`src/rtl/sep_pkg.sv`:
```
// ----------------------------------------------------------------------------
// sep_pkg: shared types and constants
// Operation codes and the request word of the serial multiply/divide unit,
// plus the configuration register indexes of the smoothed-error PID block.
// ----------------------------------------------------------------------------
package sep_pkg;

	typedef enum logic {
		OP_MUL,
		OP_DIV
	} sep_op_t;

	// request to the serial unit: magnitudes in, sign of the result applied at the end
	typedef struct packed {
		sep_op_t      op;
		logic         neg;
		logic [47:0]  a_mag;
		logic [15:0]  b_mag;
	} sep_req_t;

	localparam int CFG_IDX_W  = 3;
	localparam int CFG_DATA_W = 16;

	typedef logic [CFG_IDX_W-1:0] cfg_idx_t;

	localparam cfg_idx_t REG_GAIN_P          = 3'd0;
	localparam cfg_idx_t REG_GAIN_I          = 3'd1;
	localparam cfg_idx_t REG_GAIN_D          = 3'd2;
	localparam cfg_idx_t REG_SMOOTHING_COUNT = 3'd3;
	localparam cfg_idx_t REG_LOOP_RATE       = 3'd4;

endpackage

```
`src/rtl/sep_if.sv`:
```
// ----------------------------------------------------------------------------
// sep_if: valid/ready channels of the smoothed-error PID block
// Input channel carries an error sample or a clear request, output channel
// carries the controller drive value.
// ----------------------------------------------------------------------------
interface sep_in_if;
	logic               valid;
	logic               ready;
	logic signed [15:0] error_sample;
	logic               clear;

	modport source (output valid, error_sample, clear, input ready);
	modport sink   (input valid, error_sample, clear, output ready);
endinterface

interface sep_out_if;
	logic               valid;
	logic               ready;
	logic signed [31:0] drive;

	modport source (output valid, drive, input ready);
	modport sink   (input valid, drive, output ready);
endinterface

```
`src/rtl/sep_muldiv.sv`:
```
// ----------------------------------------------------------------------------
// sep_muldiv: serial multiply / divide unit
// Unsigned shift-add multiply (16 steps) or restoring divide giving a 32-bit
// quotient (32 steps), with the result sign applied on the way out.
// ----------------------------------------------------------------------------
module sep_muldiv (
	input  logic               clk,
	input  logic               arst_n,
	input  logic               start,
	input  sep_pkg::sep_req_t  req,
	output logic               done,
	output logic signed [64:0] res
);
	import sep_pkg::*;

	localparam logic [5:0] MUL_STEPS = 6'd16;
	localparam logic [5:0] DIV_STEPS = 6'd32;

	logic        busy_q;
	logic        done_q;
	logic [5:0]  cnt_q;
	sep_op_t     op_q;
	logic        neg_q;
	logic [47:0] a_q;
	logic [15:0] b_q;
	logic [63:0] acc_q;
	logic [31:0] mq_q;
	logic [15:0] rem_q;

	logic [16:0] trial;
	logic [16:0] trial_sub;
	logic        ge;
	logic [64:0] mag_ext;

	always_comb begin
		trial     = {rem_q, mq_q[31]};
		trial_sub = trial - {1'b0, b_q};
		ge        = (trial >= {1'b0, b_q});
		mag_ext   = {1'b0, acc_q};
	end

	assign res  = signed'(neg_q ? (65'd0 - mag_ext) : mag_ext);
	assign done = done_q;

	always_ff @(posedge clk or negedge arst_n) begin
		if (!arst_n) begin
			busy_q <= 1'b0;
			done_q <= 1'b0;
			cnt_q  <= '0;
		end else begin
			done_q <= busy_q && !start && (cnt_q == 6'd1);
			if (start) begin
				busy_q <= 1'b1;
				cnt_q  <= (req.op == OP_MUL) ? MUL_STEPS : DIV_STEPS;
			end else if (busy_q) begin
				cnt_q <= cnt_q - 6'd1;
				if (cnt_q == 6'd1) begin
					busy_q <= 1'b0;
				end
			end
		end
	end

	always_ff @(posedge clk) begin
		if (start) begin
			op_q  <= req.op;
			neg_q <= req.neg;
			a_q   <= req.a_mag;
			b_q   <= req.b_mag;
			acc_q <= '0;
			if (req.op == OP_MUL) begin
				mq_q  <= {req.b_mag, 16'd0};
				rem_q <= '0;
			end else begin
				// upper dividend bits are below the divisor, so 32 quotient bits suffice
				mq_q  <= req.a_mag[31:0];
				rem_q <= req.a_mag[47:32];
			end
		end else if (busy_q) begin
			mq_q <= {mq_q[30:0], 1'b0};
			if (op_q == OP_MUL) begin
				acc_q <= {acc_q[62:0], 1'b0} + (mq_q[31] ? {16'd0, a_q} : 64'd0);
			end else begin
				acc_q <= {acc_q[62:0], ge};
				rem_q <= ge ? trial_sub[15:0] : trial[15:0];
			end
		end
	end

endmodule

```
`src/rtl/smoothed_error_pid.sv`:
```
// ----------------------------------------------------------------------------
// smoothed_error_pid: PID controller on a running average of the error
// Averages the error sample, integrates and differentiates the average and
// forms a saturated P+I+D drive value.
// ----------------------------------------------------------------------------
// Usage:
//   sample: valid/ready input channel, one error sample (Q8.8) or a clear
//   request per transaction. result: valid/ready output channel, one drive
//   value (Q16.16) per non-clear sample. cfg_we/cfg_index/cfg_data write the
//   gains, the smoothing count and the loop rate; write them only while idle.
//   A sample is worked through the one serial multiply/divide unit: five
//   16-step multiplies and two 32-step divides, one after another, then an
//   output step that loads its result into the output register; only then
//   is the next sample taken.
//   A clear request zeroes the mean and the integral and produces no result.
//   The output register holds a finished result until the receiver takes it;
//   a new sample may be accepted meanwhile, but its result waits in the
//   final step until the register is free.
//   Reset empties the output register, returns to idle, zeroes the mean, the
//   integral, the gains and the smoothing count, and sets the loop rate to one.
// ----------------------------------------------------------------------------
module smoothed_error_pid (
	input  logic                        clk,
	input  logic                        arst_n,
	input  logic                        cfg_we,
	input  sep_pkg::cfg_idx_t           cfg_index,
	input  logic [sep_pkg::CFG_DATA_W-1:0] cfg_data,
	sep_in_if.sink                      sample,
	sep_out_if.source                   result
);
	import sep_pkg::*;

	localparam logic [3:0] ST_IDLE  = 4'd0;
	localparam logic [3:0] ST_MUL_N = 4'd1;
	localparam logic [3:0] ST_DIV_N = 4'd2;
	localparam logic [3:0] ST_MUL_R = 4'd3;
	localparam logic [3:0] ST_DIV_R = 4'd4;
	localparam logic [3:0] ST_MUL_P = 4'd5;
	localparam logic [3:0] ST_MUL_I = 4'd6;
	localparam logic [3:0] ST_MUL_D = 4'd7;
	localparam logic [3:0] ST_OUT   = 4'd8;

	localparam logic signed [47:0] INT48_MAX = {1'b0, {47{1'b1}}};
	localparam logic signed [47:0] INT48_MIN = {1'b1, {47{1'b0}}};
	localparam logic signed [31:0] INT32_MAX = {1'b0, {31{1'b1}}};
	localparam logic signed [31:0] INT32_MIN = {1'b1, {31{1'b0}}};

	// configuration
	logic signed [15:0] gain_p_q;
	logic signed [15:0] gain_i_q;
	logic signed [15:0] gain_d_q;
	logic [7:0]         smoothing_count_q;
	logic [15:0]        loop_rate_q;

	// control and state
	logic [3:0]         state_q;
	logic               issued_q;
	logic               out_valid_q;
	logic signed [31:0] mean_q;
	logic signed [47:0] integ_q;

	// working registers
	logic signed [15:0] err_q;
	logic signed [40:0] num_q;
	logic signed [31:0] mean_new_q;
	logic signed [32:0] diff_q;
	logic signed [48:0] deriv_q;
	logic signed [65:0] acc_q;
	logic signed [31:0] drive_q;

	logic               in_fire;
	logic               op_state;
	logic               unit_start;
	logic               unit_done;
	logic signed [64:0] unit_res;
	sep_req_t           unit_req;

	logic signed [48:0] opnd;
	logic [48:0]        opnd_neg;
	logic [15:0]        b_val;
	logic               b_neg;
	logic [15:0]        rate_eff;
	logic [15:0]        gp_mag, gi_mag, gd_mag;
	logic signed [48:0] isum;
	logic signed [47:0] isum_sat;
	logic signed [65:0] acc_adj;
	logic signed [57:0] acc_div;
	logic signed [31:0] drive_sat;
	logic               out_free;

	assign in_fire      = sample.valid && sample.ready;
	assign sample.ready = (state_q == ST_IDLE);
	assign result.valid = out_valid_q;
	assign result.drive = drive_q;
	assign out_free     = !out_valid_q || result.ready;

	assign op_state   = (state_q != ST_IDLE) && (state_q != ST_OUT);
	assign unit_start = op_state && !issued_q;

	always_comb begin
		rate_eff = (loop_rate_q == 16'd0) ? 16'd1 : loop_rate_q;
		gp_mag   = gain_p_q[15] ? 16'(-gain_p_q) : gain_p_q;
		gi_mag   = gain_i_q[15] ? 16'(-gain_i_q) : gain_i_q;
		gd_mag   = gain_d_q[15] ? 16'(-gain_d_q) : gain_d_q;
	end

	// operand selection for the serial unit
	always_comb begin
		opnd  = '0;
		b_val = '0;
		b_neg = 1'b0;
		unit_req.op = OP_MUL;
		unique case (state_q)
			ST_MUL_N: begin
				opnd  = 49'(mean_q);
				b_val = {8'd0, smoothing_count_q};
			end
			ST_DIV_N: begin
				opnd        = 49'(num_q);
				b_val       = 16'({1'b0, smoothing_count_q} + 9'd1);
				unit_req.op = OP_DIV;
			end
			ST_MUL_R: begin
				opnd  = 49'(diff_q);
				b_val = rate_eff;
			end
			ST_DIV_R: begin
				opnd        = 49'(mean_new_q);
				b_val       = rate_eff;
				unit_req.op = OP_DIV;
			end
			ST_MUL_P: begin
				opnd  = 49'(mean_new_q);
				b_val = gp_mag;
				b_neg = gain_p_q[15];
			end
			ST_MUL_I: begin
				opnd  = 49'(integ_q);
				b_val = gi_mag;
				b_neg = gain_i_q[15];
			end
			ST_MUL_D: begin
				opnd  = deriv_q;
				b_val = gd_mag;
				b_neg = gain_d_q[15];
			end
			default: begin
				opnd  = '0;
				b_val = '0;
			end
		endcase
		opnd_neg       = 49'd0 - opnd;
		unit_req.a_mag = opnd[48] ? opnd_neg[47:0] : opnd[47:0];
		unit_req.b_mag = b_val;
		unit_req.neg   = opnd[48] ^ b_neg;
	end

	sep_muldiv u_muldiv (
		.clk    (clk),
		.arst_n (arst_n),
		.start  (unit_start),
		.req    (unit_req),
		.done   (unit_done),
		.res    (unit_res)
	);

	// integral update with 48-bit saturation
	always_comb begin
		isum = {integ_q[47], integ_q} + {{17{unit_res[31]}}, unit_res[31:0]};
		if (isum[48] != isum[47]) begin
			isum_sat = isum[48] ? INT48_MIN : INT48_MAX;
		end else begin
			isum_sat = isum[47:0];
		end
	end

	// divide by 256 toward zero, then saturate to 32 bits
	always_comb begin
		acc_adj = acc_q + (acc_q[65] ? 66'sd255 : 66'sd0);
		acc_div = acc_adj[65:8];
		if ((&acc_div[57:31]) || !(|acc_div[57:31])) begin
			drive_sat = acc_div[31:0];
		end else begin
			drive_sat = acc_div[57] ? INT32_MIN : INT32_MAX;
		end
	end

	always_ff @(posedge clk or negedge arst_n) begin
		if (!arst_n) begin
			gain_p_q          <= '0;
			gain_i_q          <= '0;
			gain_d_q          <= '0;
			smoothing_count_q <= '0;
			loop_rate_q       <= 16'd1;
		end else if (cfg_we) begin
			unique case (cfg_index)
				REG_GAIN_P:          gain_p_q          <= cfg_data;
				REG_GAIN_I:          gain_i_q          <= cfg_data;
				REG_GAIN_D:          gain_d_q          <= cfg_data;
				REG_SMOOTHING_COUNT: smoothing_count_q <= cfg_data[7:0];
				REG_LOOP_RATE:       loop_rate_q       <= cfg_data;
				default: ;
			endcase
		end
	end

	always_ff @(posedge clk or negedge arst_n) begin
		if (!arst_n) begin
			state_q     <= ST_IDLE;
			issued_q    <= 1'b0;
			out_valid_q <= 1'b0;
			mean_q      <= '0;
			integ_q     <= '0;
		end else begin
			if (unit_start) begin
				issued_q <= 1'b1;
			end else if (unit_done) begin
				issued_q <= 1'b0;
			end

			if (state_q == ST_OUT && out_free) begin
				out_valid_q <= 1'b1;
			end else if (result.ready) begin
				out_valid_q <= 1'b0;
			end

			unique case (state_q)
				ST_IDLE: begin
					if (in_fire) begin
						if (sample.clear) begin
							mean_q  <= '0;
							integ_q <= '0;
						end else begin
							state_q <= ST_MUL_N;
						end
					end
				end
				ST_MUL_N: if (unit_done) state_q <= ST_DIV_N;
				ST_DIV_N: if (unit_done) state_q <= ST_MUL_R;
				ST_MUL_R: if (unit_done) state_q <= ST_DIV_R;
				ST_DIV_R: begin
					if (unit_done) begin
						integ_q <= isum_sat;
						state_q <= ST_MUL_P;
					end
				end
				ST_MUL_P: if (unit_done) state_q <= ST_MUL_I;
				ST_MUL_I: if (unit_done) state_q <= ST_MUL_D;
				ST_MUL_D: if (unit_done) state_q <= ST_OUT;
				ST_OUT: begin
					if (out_free) begin
						mean_q  <= mean_new_q;
						state_q <= ST_IDLE;
					end
				end
				default: state_q <= ST_IDLE;
			endcase
		end
	end

	always_ff @(posedge clk) begin
		if (in_fire) begin
			err_q <= sample.error_sample;
		end
		if (unit_done) begin
			unique case (state_q)
				ST_MUL_N: num_q <= unit_res[40:0] + {{17{err_q[15]}}, err_q, 8'd0};
				ST_DIV_N: begin
					mean_new_q <= unit_res[31:0];
					diff_q     <= {unit_res[31], unit_res[31:0]} - {mean_q[31], mean_q};
				end
				ST_MUL_R: deriv_q <= unit_res[48:0];
				ST_MUL_P: acc_q   <= {unit_res[64], unit_res};
				ST_MUL_I: acc_q   <= acc_q + {unit_res[64], unit_res};
				ST_MUL_D: acc_q   <= acc_q + {unit_res[64], unit_res};
				default: ;
			endcase
		end
		if (state_q == ST_OUT && out_free) begin
			drive_q <= drive_sat;
		end
	end

endmodule

```
`src/flat_wrapper.sv`:
```
// flat-port wrapper written by rule: the top's interface ports become plain ports
module smoothed_error_pid_flat import sep_pkg::*;
  (clk, arst_n, cfg_we, cfg_index, cfg_data, sample_valid, sample_error_sample, sample_clear, sample_ready, result_valid, result_drive, result_ready);
  sep_in_if sample_i ();
  sep_out_if result_i ();
  input  logic clk;
  input  logic arst_n;
  input  logic cfg_we;
  input  sep_pkg::cfg_idx_t cfg_index;
  input  logic [sep_pkg::CFG_DATA_W-1:0] cfg_data;
  input wire logic [$bits(sample_i.valid)-1:0] sample_valid;
  input wire logic [$bits(sample_i.error_sample)-1:0] sample_error_sample;
  input wire logic [$bits(sample_i.clear)-1:0] sample_clear;
  output wire logic [$bits(sample_i.ready)-1:0] sample_ready;
  output wire logic [$bits(result_i.valid)-1:0] result_valid;
  output wire logic [$bits(result_i.drive)-1:0] result_drive;
  input wire logic [$bits(result_i.ready)-1:0] result_ready;
  assign sample_i.valid = sample_valid;
  assign sample_i.error_sample = sample_error_sample;
  assign sample_i.clear = sample_clear;
  assign sample_ready = sample_i.ready;
  assign result_valid = result_i.valid;
  assign result_drive = result_i.drive;
  assign result_i.ready = result_ready;
  smoothed_error_pid u_core (.clk(clk), .arst_n(arst_n), .cfg_we(cfg_we), .cfg_index(cfg_index), .cfg_data(cfg_data), .sample(sample_i), .result(result_i));
endmodule
```
`config.mk`:
```
export PLATFORM = sky130hd
export DESIGN_NAME = smoothed_error_pid_flat
export DESIGN_NICKNAME = d
export VERILOG_FILES = /design/src/rtl/sep_pkg.sv /design/src/rtl/sep_if.sv /design/src/rtl/sep_muldiv.sv /design/src/rtl/smoothed_error_pid.sv /design/src/flat_wrapper.sv
export SDC_FILE = /design/constraint.sdc
export NUM_CORES = 2
export LEC_CHECK = 0
export BUFFER_PORTS_ARGS = -buffer_cell sky130_fd_sc_hd__buf_2
export CAP_MARGIN = 20
export CORE_MARGIN = 2
export CORE_UTILIZATION = 61
export CTS_BUF_LIST = sky130_fd_sc_hd__clkbuf_8
export CTS_CLUSTER_DIAMETER = 60
export DETAILED_ROUTE_END_ITERATION = 8
export PLACE_DENSITY = 0.78
export SLEW_MARGIN = 20
export SYNTH_ARGS = -nofsm -noshare
export SYNTH_HDL_FRONTEND = slang
export SYNTH_HIERARCHICAL = 1
export SYNTH_SLANG_ARGS = --single-unit
```
`constraint.sdc`:
```
create_clock -name clk -period 9.55 [get_ports clk]
set_input_delay 2.865 -clock clk [delete_from_list [all_inputs] [get_ports clk]]
set_output_delay 2.865 -clock clk [all_outputs]
set_load 0.005 [all_outputs]
```
---- Yosys cells after proc, flatten, opt, wreduce, memory -nomap -nowiden ----
Cells that the tools add are included.
storage, ports and cells
  bits in registers ....................... 613
  input bits .............................. 41
  output and inout bits ................... 34
operators by class
  add/subtract/negate cells ............... 14
  order comparisons ....................... 1
  eq/ne operators ......................... 26
  multiplexer cells ....................... 55
  bitwise logic cells ..................... 1
  reduce and logical (&&, ||, !) cells .... 42
operator list
  kind                                                                 number
  48-bit 2-to-1 mux                                                    7
  49-bit one-hot mux with 6 select lines                               1
  32-bit 2-to-1 mux                                                    8
  16-bit 2-to-1 mux                                                    9
  66-bit adder                                                         2
  66-bit one-hot mux with 2 select lines                               1
  16-bit one-hot mux with 6 select lines                               1
  48-bit one-hot mux with 2 select lines                               1
  65-bit 2-to-1 mux                                                    1
  1-bit by 64-bit subtractor with 65-bit output, first input constant  1
  64-bit by 48-bit adder with 64-bit output                            1
  64-bit 2-to-1 mux                                                    1
  32-bit one-hot mux with 2 select lines                               1
  48-bit by 32-bit adder with 49-bit output                            1
  16-bit negator                                                       3
  1-bit by 48-bit subtractor with 48-bit output, first input constant  1
  41-bit adder                                                         1
  4-bit 2-to-1 mux                                                     10
  4-bit one-hot mux with 9 select lines                                1
  32-bit by 32-bit subtractor with 33-bit output                       1
  27-bit AND reduction                                                 1
  27-bit OR reduction                                                  1
  2-bit inequality test, second input constant                         10
  2-bit AND reduction                                                  10
  other kinds (31)                                                     64

---- Logic depth before layout (Yosys ltp) ----
  word-level depth ........................ 7
  gate-level depth with buffers ........... 23

---- Hierarchy ----
Netlist, hierarchy kept.
modules (own cells, without submodules)
  module              times used  cells each  area each (sq um)  sequential area each (sq um)
  smoothed_error_pid  1           3198        30227.7            12032.8
  sep_muldiv          1           1455        12778.5            4904.7

---- Least setup slack after synthesis ----
No wires, ideal clock.
  path kind ............................... register to register
  start point ............................. register u_core.state_q[1]
  end point ............................... register u_core.acc_q[0] (enable)
  library setup time ...................... 0.571 ns
  arrival ................................. 5.737 ns
  required time ........................... 8.979 ns
  path slack .............................. 3.241 ns
  stages on the path, launching flop included .. 8
  buffers on the path ..................... 5
  clock period less this slack ............ 6.309 ns
  cell sequence ........................... dfrtp_1 > buf_2 > buf_6 > buf_6 > buf_2 > buf_4 > nor2_1 > nor3_1
between the ends
  longest elaborated chain between the ends .. 4
  elaborated cells between the ends (all ways) .. 6
  those cells by class .................... eq/ne: 3; reduce/logical: 3
RTL lines
  item                                      RTL line                   RTL
  start, declared                           smoothed_error_pid.sv:56   logic [3:0] state_q;
  start signal, assigned                    smoothed_error_pid.sv:209  state_q <= ST_IDLE;
  start signal, assigned                    smoothed_error_pid.sv:234  state_q <= ST_MUL_N;
  start signal, assigned                    smoothed_error_pid.sv:238  ST_MUL_N: if (unit_done) state_q <= ST_DIV_N;
  4-bit by 3-bit == test with 1-bit output  smoothed_error_pid.sv:266  unique case (state_q)
  2-bit OR reduction (no line)              n/a
  2-bit nonzero test (no line) *            n/a
  2-bit AND reduction (no line) *           n/a
  end signal, assigned                      smoothed_error_pid.sv:273  ST_MUL_P: acc_q <= {unit_res[64], unit_res};
  end signal, assigned                      smoothed_error_pid.sv:274  ST_MUL_I: acc_q <= acc_q + {unit_res[64], unit_res};
  end signal, assigned                      smoothed_error_pid.sv:275  ST_MUL_D: acc_q <= acc_q + {unit_res[64], unit_res};
  end, declared                             smoothed_error_pid.sv:68   logic signed [65:0] acc_q;
Every way passes the cells marked *; elsewhere a longest branch is shown, timed or not.
A chain may end at the register's enable or synchronous reset.

---- Worst setup path in the final report ----
  start point ............................. register u_core.u_muldiv.acc_q[13]
  end point ............................... register u_core.integ_q[44]
between the ends
  longest elaborated chain between the ends .. 7
  elaborated cells between the ends (all ways) .. 8
  those cells by class .................... add/sub: 2; eq/ne: 1; mux: 5
RTL lines
  item                                                        RTL line                                              RTL
  start, declared                                             sep_muldiv.sv:26                                      logic [63:0] acc_q;
  start signal, assigned                                      sep_muldiv.sv:82                                      acc_q <= {acc_q[62:0], 1'b0} + (mq_q[31] ? {16'd0, a_q} : 64'd0);
  start signal, assigned                                      sep_muldiv.sv:84                                      acc_q <= {acc_q[62:0], ge};
  1-bit by 64-bit subtractor with 65-bit output *             sep_muldiv.sv:42                                      assign res = signed'(neg_q ? (65'd0 - mag_ext) : mag_ext);
  65-bit 2-to-1 mux *                                         sep_muldiv.sv:42
  net u_core.unit_res[31]                                     smoothed_error_pid.sv:75                              logic signed [64:0] unit_res;
  48-bit by 32-bit adder with 49-bit output *                 smoothed_error_pid.sv:169                             isum = {integ_q[47], integ_q} + {{17{unit_res[31]}}, unit_res[31:0]};
  48-bit 2-to-1 mux or 1-bit inequality test (tied branches)  smoothed_error_pid.sv:171, smoothed_error_pid.sv:170
  48-bit 2-to-1 mux *                                         smoothed_error_pid.sv:170                             if (isum[48] != isum[47]) begin
  48-bit 2-to-1 mux *                                         smoothed_error_pid.sv:242                             if (unit_done) begin
  48-bit one-hot mux with 2 select lines *                    smoothed_error_pid.sv:227                             unique case (state_q)
  end signal, assigned                                        smoothed_error_pid.sv:243                             integ_q <= isum_sat;
  end, declared                                               smoothed_error_pid.sv:60                              logic signed [47:0] integ_q;
Mark *: on every way through the listed nets, which the timed path passes. The rest lies on a longest branch. The select of a mux whose other input is x is not followed.

==> flow_summary.toml <==
[worst_setup_path]
required_ps = 10200
start_kind = "register"
path_max_fanout = 47
slowest_stage = "or4_4"
cp-end-kind = "register"
cpPeakStageDelay_ps = 580
cp.arrival_ps = 7320
path_class = "reg2reg"
cp_cell_sequence = "or4_4 > or4_4 > or2_4 > or3_4 > or2_1 > o31ai_1 > xnor2_2 > buf_4 > ha_1 > a21oi_1 > o211ai_1 > a211o_1 > a211oi_1 > o21ai_0 > a31oi_2 > o31ai_1 > a21oi_1 > xnor2_2 > buf_4 > o21ba_2 > o21ai_0"

[outcome]
status = "finished, final reports clean"

[sta]
hold_viol = 0
setup_violations = 0
rsz0062_at_grt = "false"
maxSlewViolCount = 0
fin_crit_ps = 6670
worstMarginPinSlew_ps = 1270
fmax_ghz = 0.150
finalSetupTns_ps = 0
slew_headroom_pct = 14.8
setup_slack_ps = 2880
fin_crit_sh_pct = 69.8
skew_ps = 69.4

[routing]
wl_per_cell_um = 21.9
detail-route-antenna-nets = 0
dr.pass1.iters = 6
wirelength_um = 126000
vias = 37200
drc = 0
drt_iter0_drc = 3600
via_per_inst = 6.49

[cells_and_area]
fin_cells = 5725
final_layout_size_suffix_gt1_share_pct = 10.1
final_core_util_pct = 66.7
area_growth_pct = 8.40
layout.nets = 4992

[yosys]
avgSynthCellArea_um2 = 9.24
synth-main-ff-cell = "edfxtp_1"
ys_top_cells_by_area = "edfxtp_1, dfrtp_1, ha_1, xnor2_1, o21ai_0"
netlist.top_cell.by_area = "edfxtp_1"
yosys.area.top_type_share_pct = 26.7
synth_edf_count = 383
syn_area_um2 = 43000
async_flop_share_pct = 27.1
syn-instance-count = 4653
synth_warnings = 6
ys_types = 113
seq_area_frac_synth_pct = 39.4
ys_ff_latch = 613
synth_fp_nets = 4955

[floorplan]
die_w_um = 270
die-height_um = 270
io_pins = 75
start_util_pct = 61.5
rows = 97
dieArea_um2 = 72600
coreArea_um2 = 69900

[global_route]
track_usage_pct = 33.7
met3_usage_pct = 5.30
grt_pass1_vias = 35100
grt_pass1_wl_um = 195000
grt_max_degree = 130
grt-ovfl-total = 0
globalRoute.busiestLayer = "met2"
antenna_found_initial = 5
grt.met1_usage_pct = 46.5
met2_usage_pct = 53.3

[power]
leakage_uw = 0.0187
power_density_nw_per_um2 = 380
max-vdd-ir-drop_mv = 0.265

[job]
maxCapViolCount = 0

[cts]
cts_tree = "done"
cts_sinks = 613
cts-hold-fix-buffers = 0
clk_path_buf_depth = 3
clk_pin_slew_worst_paths_ps = 60
cts_root_buf = "clkbuf_8"
cts_buffers = 108
h-tree-depth = 3
post_cts_resized = 0
worstSkewPairLatency_ps = 760
post_cts_buffers = 0

[hold_path]
holdCritPathClass = "reg2reg"

[placement]
dp_cells = 5520
routabilityCongestion = 0.986
dp_hpwl_um = 91100
dp_slack_ps = 2940
io_buffers = 74
-- layer usage --
layer,part of all wire [%],up-vias
li1,-,17300
met1,41,17700
met2,45,1833
met3,9.8,322
met4,4.0,0
met5,0,-
-- report_power, final --
group          internal (uW)  switching [uW]  total [uW]  leakage (uW)
Sequential              3760             661        4420       0.00612
Combinational           4100            6550       10700        0.0113
Clock                   1450            1180        2630       0.00131
-- cells in the final DEF (no fill, tap or decap), types with 52 or more instances in the layout --
cell,count
nand2_1,463
o21ai_0,388
edfxtp_1,383
a21oi_1,335
nor2_1,311
ha_1,255
xnor2_1,252
inv_1,204
dfrtp_1,161
a21o_1,130
xor2_1,126
clkbuf_8,125
nand3_1,93
buf_4,77
mux2_2,76
buf_2,73
nor3_1,73
and2_1,68
nand4_1,66
dfxtp_1,64
nor2b_1,54
o31ai_1,53
a22oi_1,52
-- kinds of logic (layout without fill, tap and decap cells) --
kind of cell,count (synthesis),after routing,synth area share (%)
simple gates,1420,1420,16.2
mux,131,131,3.34
compound gates,1448,1448,21.8
other cells,0,1,0
flops,613,613,39.4
xor+xnor,381,381,7.78
fa+ha+maj,261,261,7.70
buf+inv,399,530,3.85
-- cell type report --
type	instances	area [um^2]
Timing Repair Buffer	152	975
Tap cell	940	1180
Clock inverter	79	603
Fill cell	5630	23300
Clock buffer	125	1720
Antenna cell	1	2.50
Sequential cell	613	16900
Inverter	174	653
Multi-Input combinational cell	3641	24500
-- synth_stat cells (69+ instances only) --
cell type / n
nor3_1: 76
nand3_1: 93
xor2_1: 126
clkbuf_1: 165
dfrtp_1: 165
a21o_1: 130
a21oi_1: 336
and2_1: 69
o21ai_0: 390
nand2_1: 464
inv_1: 173
xnor2_1: 254
mux2_2: 76
nor2_1: 317
edfxtp_1: 383
ha_1: 255
-- critical path, delay by kind of cell (launching register included) --
| kind | cells | cell delay, ps |
|---|---|---|
| compound gates | 11 | 2600 |
| xor+xnor | 2 | 310 |
| fa+ha+maj | 1 | 400 |
| buf+inv | 2 | 850 |
| flops | 1 | 380 |
| simple gates | 5 | 2010 |
-- stage by stage --
| step | hold WS (ps) | instance area, um^2 | total power (uW) |
|---|---|---|---|
| 2_1_floorplan | 452 | 43000 | 12000 |
| 5_1_grt | 515 | 46600 | 18900 |
| 3_3_place_gp | 475 | 44300 | 14600 |
| 6_report | 500 | 46600 | 17700 |
| 3_5_place_dp | 485 | 44300 | 14800 |
| 4_1_cts | 496 | 46600 | 17500 |
-- path summary, 6_finish.rpt --
check | startpoint | end | slack, ps | cells past startpoint
setup / recovery | u_core/u_muldiv/acc_q[13] | u_core/integ_q[44] | 2880 | 21
hold / removal | u_core/mean_new_q[18] | u_core/mean_q[18] | 500 | 1
setup reg to reg | u_core/u_muldiv/acc_q[13] | u_core/integ_q[44] | 2880 | 21
hold reg to reg | u_core/mean_new_q[18] | u_core/mean_q[18] | 500 | 1
max in group asynchronous | arst_n | u_core/mean_q[2] | 6170 | 2
min in group asynchronous | arst_n | u_core/gain_p_q[14] | 2210 | 1
-- flip-flops by register name, summed over array words and instances (netlist names), 32 cells and up --
register and flops:
u_core/result.drive 32, u_core/mean_new_q 32, u_core/acc_q 66, u_core/num_q 41
u_core/u_muldiv/a_q 48, u_core/integ_q 48, u_core/diff_q 33, u_core/u_muldiv/acc_q 64
u_core/u_muldiv/mq_q 32, u_core/deriv_q 49, u_core/mean_q 32
Note: power is estimated with default switching activity, not from simulation.
